<file path="config.mk">
export PLATFORM = sky130hd
export DESIGN_NAME = mbfc_section_cell
export DESIGN_NICKNAME = d
export VERILOG_FILES = /design/src/rtl/mbfc_pkg.sv /design/src/rtl/mbfc_section_cell.sv
export SDC_FILE = /design/constraint.sdc
export NUM_CORES = 2
export LEC_CHECK = 0
export ABC_AREA = 1
export BUFFER_PORTS_ARGS = -buffer_cell sky130_fd_sc_hd__buf_2
export CORE_MARGIN = 4
export CORE_UTILIZATION = 27
export DETAILED_ROUTE_END_ITERATION = 12
export PLACE_DENSITY_LB_ADDON = 0.15
export SKIP_CTS_REPAIR_TIMING = 1
export SYNTH_ARGS = -nofsm -noshare
export SYNTH_HDL_FRONTEND = slang
export SYNTH_SLANG_ARGS = --single-unit
</file>
<file path="constraint.sdc">
create_clock -name clk_i -period 9.6 [get_ports clk_i]
set_clock_uncertainty 0.2 [all_clocks]
set_input_delay 1.92 -clock clk_i [delete_from_list [all_inputs] [get_ports clk_i]]
set_output_delay 1.92 -clock clk_i [all_outputs]
set_load 0.02 [all_outputs]
</file>
<file path="src/rtl/mbfc_pkg.sv">
// ----------------------------------------------------------------------------
// mbfc_pkg: shared types, coefficient tables and fixed-point helpers
// Beat types, the decimal coefficient sets and rounding/saturation functions.
// ----------------------------------------------------------------------------
`default_nettype none
package mbfc_pkg;

  typedef struct packed {
    logic [2:0]         channel;
    logic signed [23:0] sample_in;
  } in_t;

  typedef struct packed {
    logic [2:0]         channel_out;
    logic signed [23:0] sample_out;
  } out_t;

  typedef struct packed {
    logic               skip;
    logic [2:0]         ch;
    logic signed [31:0] x;
  } stage_t;

  localparam int RomBp    = 7;
  localparam int RomNotch = 6;
  localparam logic [63:0] DecOne  = 64'd10000000000;
  localparam logic [63:0] DecHalf = DecOne / 64'd2;
  localparam logic [0:0] REG_RATE = 1'b0;

  localparam logic signed [63:0] COEF_DEC [2][3][7][5] = '{
    '{
      '{
        '{64'sd4797780216, 64'sd9593143416, 64'sd4797780216, -64'sd19958369730, -64'sd9972631931},
        '{64'sd4797780216, -64'sd9594486329, 64'sd4797780216, 64'sd19975401160, -64'sd9981743693},
        '{64'sd9943896532, 64'sd19884325757, 64'sd9943896532, 64'sd19910217520, -64'sd9919091463},
        '{64'sd9943896532, -64'sd19886252039, 64'sd9943896532, -64'sd19858983760, -64'sd9878907204},
        '{64'sd9771189690, 64'sd19541225051, 64'sd9771189690, 64'sd19633369450, -64'sd9655727148},
        '{64'sd9771189690, -64'sd19541865699, 64'sd9771189690, -64'sd19438471790, -64'sd9488319755},
        '{64'sd38126153950, 64'sd0, -64'sd38126153950, 64'sd479340740, 64'sd7603674531}
      },
      '{
        '{64'sd15608187910, -64'sd10270875033, 64'sd15608187910, 64'sd7267251015, -64'sd9744894505},
        '{64'sd15608187910, -64'sd9037974307, 64'sd15608187910, 64'sd4900162220, -64'sd9734368920},
        '{64'sd48704876900, -64'sd30870635879, 64'sd48704876900, 64'sd3904991150, -64'sd8411195278},
        '{64'sd48704876900, -64'sd29404259696, 64'sd48704876900, 64'sd7413055301, -64'sd8502965569},
        '{64'sd1119695157, -64'sd750477346, 64'sd1119695157, 64'sd7111777663, -64'sd9948909283},
        '{64'sd1119695157, -64'sd634260532, 64'sd1119695157, 64'sd5201193094, -64'sd9947212338},
        '{64'sd0, 64'sd0, 64'sd0, 64'sd0, 64'sd0}
      },
      '{
        '{64'sd16089665890, -64'sd25854098224, 64'sd16089665890, 64'sd15683093070, -64'sd9836370945},
        '{64'sd16089665890, -64'sd26224601718, 64'sd16089665890, 64'sd16404006480, -64'sd9849433303},
        '{64'sd46970534320, -64'sd75817770172, 64'sd46970534320, 64'sd15013834240, -64'sd9147599936},
        '{64'sd46970534320, -64'sd76227993439, 64'sd46970534320, 64'sd15998539920, -64'sd9234134555},
        '{64'sd1220215932, -64'sd1956099434, 64'sd1220215932, 64'sd15857373480, -64'sd9966791868},
        '{64'sd1220215932, -64'sd1993188953, 64'sd1220215932, 64'sd16441680190, -64'sd9968982935},
        '{64'sd0, 64'sd0, 64'sd0, 64'sd0, 64'sd0}
      }
    },
    '{
      '{
        '{64'sd4902730882, 64'sd9796635383, 64'sd4902730882, -64'sd19919048550, -64'sd9958600998},
        '{64'sd4902730882, -64'sd9804667497, 64'sd4902730882, 64'sd19983989000, -64'sd9987554550},
        '{64'sd9930749536, 64'sd19848796491, 64'sd9930749536, 64'sd19938833710, -64'sd9943691492},
        '{64'sd9930749536, -64'sd19860356668, 64'sd9930749536, -64'sd19760112760, -64'sd9813702106},
        '{64'sd9714930058, 64'sd19425491730, 64'sd9714930058, 64'sd19742199180, -64'sd9754008055},
        '{64'sd9714930058, -64'sd19429467516, 64'sd9714930058, -64'sd19077731370, -64'sd9204980731},
        '{64'sd35448429580, 64'sd0, -64'sd35448429580, 64'sd1560278684, 64'sd7102911472}
      },
      '{
        '{64'sd15731073620, -64'sd25266880705, 64'sd15731073620, 64'sd15690711740, -64'sd9863000512},
        '{64'sd15731073620, -64'sd25650538797, 64'sd15731073620, 64'sd16435904500, -64'sd9874315262},
        '{64'sd50831875800, -64'sd82036186098, 64'sd50831875800, 64'sd14891707900, -64'sd9139574170},
        '{64'sd50831875800, -64'sd82508607081, 64'sd50831875800, 64'sd16098710300, -64'sd9245311618},
        '{64'sd1121902913, -64'sd1797533077, 64'sd1121902913, 64'sd15857819320, -64'sd9973062277},
        '{64'sd1121902913, -64'sd1833492354, 64'sd1121902913, 64'sd16450474260, -64'sd9974864721},
        '{64'sd0, 64'sd0, 64'sd0, 64'sd0, 64'sd0}
      },
      '{
        '{64'sd16158108710, -64'sd30687346548, 64'sd16158108710, 64'sd18845956330, -64'sd9917417169},
        '{64'sd16158108710, -64'sd30785129928, 64'sd16158108710, 64'sd19040467740, -64'sd9924780130},
        '{64'sd47968544960, -64'sd91193437289, 64'sd47968544960, 64'sd18475230930, -64'sd9561412334},
        '{64'sd47968544960, -64'sd91303531672, 64'sd47968544960, 64'sd18768714670, -64'sd9611843824},
        '{64'sd1221401542, -64'sd2318451637, 64'sd1221401542, 64'sd18927204610, -64'sd9983312488},
        '{64'sd1221401542, -64'sd2328208600, 64'sd1221401542, 64'sd19081633090, -64'sd9984539151},
        '{64'sd0, 64'sd0, 64'sd0, 64'sd0, 64'sd0}
      }
    }
  };

  function automatic logic signed [31:0] to_q27(input logic signed [63:0] d);
    logic [63:0] mag;
    logic [63:0] q;
    mag = (d < 0) ? 64'(-d) : 64'(d);
    q   = (mag * 64'd134217728 + DecHalf) / DecOne;
    return (d < 0) ? -$signed(q[31:0]) : $signed(q[31:0]);
  endfunction

  function automatic logic signed [63:0] rnd19(input logic signed [63:0] v);
    return (v + 64'sd262144) >>> 19;
  endfunction

  function automatic logic signed [63:0] rnd8(input logic signed [63:0] v);
    return (v + 64'sd128) >>> 8;
  endfunction

  function automatic logic signed [31:0] sat32(input logic signed [63:0] v);
    if (v > 64'sd2147483647) return 32'sh7fffffff;
    if (v < -64'sd2147483648) return 32'sh80000000;
    return v[31:0];
  endfunction

  function automatic logic signed [47:0] sat48(input logic signed [63:0] v);
    if (v > 64'sd140737488355327) return 48'sh7fffffffffff;
    if (v < -64'sd140737488355328) return 48'sh800000000000;
    return v[47:0];
  endfunction

  function automatic logic signed [23:0] sat24(input logic signed [63:0] v);
    if (v > 64'sd8388607) return 24'sh7fffff;
    if (v < -64'sd8388608) return 24'sh800000;
    return v[23:0];
  endfunction

endpackage
`default_nettype wire

</file>
<file path="src/rtl/mbfc_section_cell.sv">
// ----------------------------------------------------------------------------
// mbfc_section_cell: one biquad section of the chain
// Holds both delay values for every channel; for an active, unskipped beat
// runs five products on one multiplier and hands the output to the next cell
// ----------------------------------------------------------------------------
`default_nettype none
module mbfc_section_cell import mbfc_pkg::*; #(
  parameter int CHANNELS = 8,
  parameter int FILT     = 0,
  parameter int KSEC     = 0,
  parameter bit ACTIVE   = 1'b1
) (
  input  wire logic   clk_i,
  input  wire logic   rst_ni,
  input  wire logic   rate_i,
  input  wire logic   in_valid_i,
  input  wire stage_t in_beat_i,
  output logic        out_valid_o,
  output stage_t      out_beat_o
);

  localparam int IdxW = (CHANNELS > 1) ? $clog2(CHANNELS) : 1;
  localparam int KR   = (KSEC < 7) ? KSEC : 6;

  logic signed [31:0] coef0 [5];
  logic signed [31:0] coef1 [5];
  for (genvar i = 0; i < 5; i++) begin : g_coef
    assign coef0[i] = to_q27(COEF_DEC[0][FILT][KR][i]);
    assign coef1[i] = to_q27(COEF_DEC[1][FILT][KR][i]);
  end

  logic signed [47:0] d1_q [CHANNELS];
  logic signed [47:0] d2_q [CHANNELS];
  logic               run_q;
  logic [2:0]         cnt_q;
  stage_t             beat_q;
  logic signed [31:0] y_q;
  logic signed [63:0] a1_q, a2_q, p_q;
  logic               out_valid_q;
  stage_t             out_beat_q;
  logic [IdxW-1:0]    idx;
  logic signed [31:0] coef_sel, opnd;

  assign idx = IdxW'(beat_q.ch);

  always_comb begin
    coef_sel = 32'sd0;
    if (cnt_q < 3'd5) begin
      coef_sel = rate_i ? coef1[cnt_q] : coef0[cnt_q];
    end
    opnd = (cnt_q < 3'd3) ? beat_q.x : y_q;
  end

  always_ff @(posedge clk_i or negedge rst_ni) begin
    if (!rst_ni) begin
      run_q       <= 1'b0;
      cnt_q       <= '0;
      out_valid_q <= 1'b0;
      for (int c = 0; c < CHANNELS; c++) begin
        d1_q[c] <= '0;
        d2_q[c] <= '0;
      end
    end else begin
      out_valid_q <= in_valid_i ? (in_beat_i.skip || !ACTIVE) : (run_q && cnt_q == 3'd5);
      if (in_valid_i) begin
        beat_q <= in_beat_i;
        cnt_q  <= '0;
        if (in_beat_i.skip || !ACTIVE) begin
          out_beat_q  <= in_beat_i;
        end else begin
          run_q <= 1'b1;
        end
      end else if (run_q) begin
        cnt_q <= cnt_q + 3'd1;
        p_q   <= coef_sel * opnd;
        case (cnt_q)
          3'd1: y_q  <= sat32(rnd8(rnd19(p_q) + 64'(d1_q[idx])));
          3'd2: a1_q <= rnd19(p_q) + 64'(d2_q[idx]);
          3'd3: a2_q <= rnd19(p_q);
          3'd4: d1_q[idx] <= sat48(a1_q + rnd19(p_q));
          3'd5: begin
            d2_q[idx]        <= sat48(a2_q + rnd19(p_q));
            run_q            <= 1'b0;
            out_beat_q.skip  <= beat_q.skip;
            out_beat_q.ch    <= beat_q.ch;
            out_beat_q.x     <= y_q;
          end
          default: ;
        endcase
      end
    end
  end

  assign out_valid_o = out_valid_q;
  assign out_beat_o  = out_beat_q;

endmodule
`default_nettype wire

</file>
Yosys cells after proc, flatten, opt, wreduce, memory -nomap -nowiden
Memories as Yosys holds them, arrays and structs flattened.
Cells that the tools add are included.
{"block": "classes", "addsub": 7, "mul": 1, "order_cmp": 11, "eq_ne": 7, "n_mux": 73, "bitwise_logic": 3, "n_reduce_logical": 12}
{"operator": "48-bit two-way mux", "n": 19}
{"operator": "384-bit bitwise mux", "n": 2}
{"operator": "32-bit two-way mux", "n": 11}
{"operator": "48-bit binary-select mux with 3-bit select", "n": 2}
{"operator": "48-bit demux with 3-bit select", "n": 1}
{"operator": "36-bit two-way mux", "n": 4}
{"operator": "45-bit by 48-bit adder with 49-bit output", "n": 2}
{"operator": "64-bit by 20-bit adder with 64-bit output, second input constant", "n": 1}
{"operator": "64-bit by 45-bit adder with 64-bit output", "n": 1}
{"operator": "64-bit by 48-bit > comparator with 1-bit output, second input constant", "n": 1}
{"operator": "64-bit by 48-bit < comparator with 1-bit output, second input constant", "n": 1}
{"operator": "32-bit by 32-bit multiplier with 64-bit output", "n": 1}
{"operator": "49-bit by 9-bit adder with 50-bit output, second input constant", "n": 1}
{"operator": "46-bit by 48-bit > comparator with 1-bit output, second input constant", "n": 1}
{"operator": "46-bit by 48-bit < comparator with 1-bit output, second input constant", "n": 1}
{"operator": "45-bit by 45-bit adder with 46-bit output", "n": 1}
{"operator": "42-bit by 32-bit > comparator with 1-bit output, second input constant", "n": 1}
{"operator": "42-bit by 32-bit < comparator with 1-bit output, second input constant", "n": 1}
{"operator": "1-bit two-way mux", "n": 32}
{"operator": "4-bit AND reduction", "n": 4}
{"operator": "3-bit AND reduction", "n": 3}
{"operator": "4-bit greater-or-equal comparator, second input constant", "n": 2}
{"operator": "3-bit NOT with 4-bit output", "n": 2}
{"operator": "3-bit by 2-bit == test with 1-bit output, second input constant", "n": 2}
{"operator": "13 further kinds", "n": 17}
{"block": "word_totals", "reg_bits": 1050, "rom_bits": 512, "in_bits": 40, "output_inout_bits": 37, "word_cells": 145, "mem_count": 2}
{"memory": "(name not given)", "words": 8, "word_bits": 32, "rd": 1, "rd_ports_with_merged_regs": 0, "wr": 0, "line_no": "mbfc_section_cell.sv:49", "text": "coef_sel = rate_i ? coef1[cnt_q] : coef0[cnt_q];"}
{"memory": "(name not given)", "words": 8, "word_bits": 32, "rd": 1, "rd_ports_with_merged_regs": 0, "wr": 0, "line_no": "mbfc_section_cell.sv:49"}

Depth between registers and ports, before layout
{"block": "logic_depth", "word_depth": 17, "depth_mapped": 40, "depth_no_buf": 39}

Worst setup path before layout
OpenSTA, ideal clock, no wires.
{"block": "synth_timing", "path_type": "input to register", "start": "input rate_i", "end": "register p_q[63] (data pin)", "setup_time_ns": 0.260, "t_arrival_ns": 8.959, "required_ns": 9.140, "path_slack_ns": 0.181, "cell_stages": 31, "path_buffers": 2, "cell_sequence": "inv_1 -> clkbuf_1 -> o21ai_1 -> clkinv_1 -> nand2_1 -> clkbuf_1 -> nor2_1 -> fa_1 -> inv_1 -> fa_1 -> inv_1 -> fa_1 -> fa_1 -> fa_1 -> fa_1 -> fa_1 -> inv_1 -> fa_1 -> inv_1 -> ha_1 -> nand2_1 -> nor2_1 -> inv_1 -> nor3_1 -> nand3_1 -> nand3_1 -> nand3_1 -> nand2_1 -> nand4_1 -> nand2_1 -> xor2_1"}
{"block": "synth_between", "elab_chain_cells": 3}
{"element": "start: declaration", "line_no": "mbfc_section_cell.sv:15", "text": "input wire logic rate_i,"}
{"element": "32-bit two-way mux", "line_no": "mbfc_section_cell.sv:49"}
{"element": "32-bit two-way mux", "line_no": "mbfc_section_cell.sv:48", "text": "if (cnt_q < 3'd5) begin"}
{"element": "32-bit by 32-bit multiplier with 64-bit output", "line_no": "mbfc_section_cell.sv:75", "text": "p_q <= coef_sel * opnd;"}
{"element": "end signal: assignment", "line_no": "mbfc_section_cell.sv:75"}
{"element": "end: declaration", "line_no": "mbfc_section_cell.sv:38", "text": "logic signed [63:0] a1_q, a2_q, p_q;"}
No other way between the ends.
A chain may end at the register's enable or synchronous reset.

Worst setup path in the final report
{"block": "layout_timing", "start": "input rate_i", "end": "register p_q[44] (data pin)"}
Same word-level chain as after synthesis.

==> flow_summary.ini <==
[setup_path]
cp.arrival_ns = 9.64
required_ns = 9.85
crit_path_end_kind = flop
crit_path_start_kind = input pin
endpoint = p_q[44]
crit_type = input pin to flop
critPathLaunch = rate_i
path_common_cell = fa_1
slowest_stage = fa_1
path_delay_family = adder cells
r2r_cells = 32
worstSetupPathDepth = 30
timing.rr.end = p_q[57]
cp_max_fo = 8
ff2ff_setup_slack_ns = 0.32
rr_startpoint = cnt_q[0]
path_buf_inv = 11
cpPeakStageDelay_ns = 0.52

[floorplan]
die_x_um = 578.3
core_um2 = 324000
rows = 209
die-area_um2 = 334400
initial_core_util_pct = 27.10
die_h_um = 578.3
ios = 77

[timing]
setup_ws_ns = 0.2090
finalCritPeriodShare_pct = 97.82
fin_hold_ws_ns = 0.2728
slew_viol_final = 0
max_freq_mhz = 106.5
fin_crit_ns = 9.391
worst_pin_slew_ns = 1.255
final-hold-violation-count = 0
setup_violations = 0
slew_headroom_pct = 15.54

[final_layout]
drive_gt1_share_pct = 10.52
nNetsFinal = 12400
final_common_cell = nand2_1
syn2layout_area_growth_pct = 15.98
layout_common_cells = nand2_1 (2,605), inv_1 (1,725), fa_1 (1,006)
final_cells = 15360

[run_status]
status = finished, final reports clean

[global_routing]
grt_max_degree = 139
grt_first_pass_wirelength_um = 549100
track_usage_pct = 22.39
use_met3_pct = 3.537
gr-usage-met2_pct = 34.89
antenna_found_initial = 28
overflow = 0
grt-busiest-layer = met2
grt_pass1_vias = 76970
gr-usage-met1_pct = 32.37

[clocking]
cts_tree = yes
clk_pin_slew_ns = 0.06
cts_buffer_depth = 3
insertion_delay_ns = 0.78
clockRootBuffer = clkbuf_16
cts.htree.levels = 3
cts_buffers = 119
cts_sinks = 1009

[drt]
via_per_inst = 4.858
drt-initial-drc-count = 6553
ant_nets = 0
wl_per_cell_um = 24.61
wirelength_um = 378100
routed-via-count = 74630
drt_first_pass_iters = 6
drc_errors = 0

[yosys]
synth_seq_area_share_pct = 30.14
synth_fp_nets = 11900
synthFlopType = dfrtp_1
ys_ff_latch = 1009
synth.area.top_cells = fa_1 (23%), dfrtp_1 (22%), nand2_1 (11%)
synth_area_um2 = 87810
synthDistinctLibCells = 64
yosys_warnings = 0
synth.top_cell.area_share_pct = 23.05
synth_edf_count = 244
synth_top_area_cell = fa_1
async_flop_share_pct = 75.82
syn-instance-count = 10430
synth_area_per_cell_um2 = 8.423

[hold_path]
holdCritPathClass = flop to flop

[place]
pre_cts_ws_ns = -0.8728
gp_congestion = 0.9587
dp.cells = 15110
hpwl_um = 296500
port_buffers = 76

[run]
maxCapViolations = 0
area by class of cell:
class | count | area (um^2)
fill | 34440 | 222100
multi-input combinational | 7277 | 53480
sequential | 1009 | 26470
inverter | 1772 | 6698
timing repair buffer | 749 | 5794
tap | 4325 | 5411
clock buffer | 173 | 3496
clock inverter | 49 | 475.5
antenna | 8 | 20.02
through the flow:
stage,setup TNS [ns],utilization (%),area (um^2)
finish,0,31.44,101900
CTS,-7.560,31.32,101500
floorplan,0,-,87810
detailed placement,-21.94,30.10,97510
global placement,-22.85,30.10,97510
global route,-0.06925,31.43,101800
cells in the mapped netlist (22+ instances only):
cell type / count
nor2_1: 884
buf_1: 22
nor4_1: 41
inv_1: 1745
o21bai_1: 27
nand2_1: 2605
a31oi_1: 80
or4_1: 39
edfxtp_1: 244
buf_2: 25
xor2_1: 142
a221oi_1: 24
o2111ai_1: 23
or2_2: 48
xnor2_1: 101
dfrtp_1: 765
clkbuf_1: 305
o21ai_4: 40
a22oi_1: 22
o22ai_1: 253
a21oi_1: 375
nand3_1: 256
o21ai_1: 59
ha_1: 423
fa_1: 1011
nor3_1: 59
nand4_1: 34
o21ai_0: 584
tightest hold or removal path, stage by stage, from the launching register on:
cell,delay (ns)
dfrtp_1,0.33
nand2_1,0.05
nand2_1,0.06
metal layers:
layer	wire length, um	part of all wire (%)	vias up
li1	-	-	33830
met1	176200	47	38010
met2	168400	45	2359
met3	22840	6.0	418
met4	10540	2.8	12
met5	74	0.020	-
cell families after synthesis:
kind of cell | after synthesis | share of synthesized area [%]
xor gates and xnor gates | 245 | 2.461
and+or+nand+nor | 4014 | 18.34
AOI/OAI and AO/OA | 1584 | 10.69
adders and majority gates | 1434 | 29.08
DFF | 1009 | 30.14
buffers and inverters | 2140 | 9.294
worst min path at each step:
stage / slack, ns / startpoint / depth (start not counted) / end
CTS: 0.28 / d1_q[226] / 2 / d1_q[226]
floorplan: 0.24 / d1_q[226] / 2 / d1_q[226]
global route: 0.29 / d1_q[315] / 2 / d1_q[315]
finish: 0.27 / d2_q[136] / 2 / d2_q[136]
detailed placement: 0.26 / d1_q[226] / 2 / d1_q[226]
global placement: 0.25 / d1_q[226] / 2 / d1_q[226]
registers in the layout, summed over array words and instances, names as in the netlist:
name	count
a1_q	49
a2_q	45
beat_q	33
cnt_q	3
d1_q	384
d2_q	376
idx	3
out_beat_o	36
out_valid_o	1
p_q	46
run_q	1
y_q	32
Power is not shown: default switching activity piles up to over one toggle a cycle in this logic, so the estimate is an artifact.
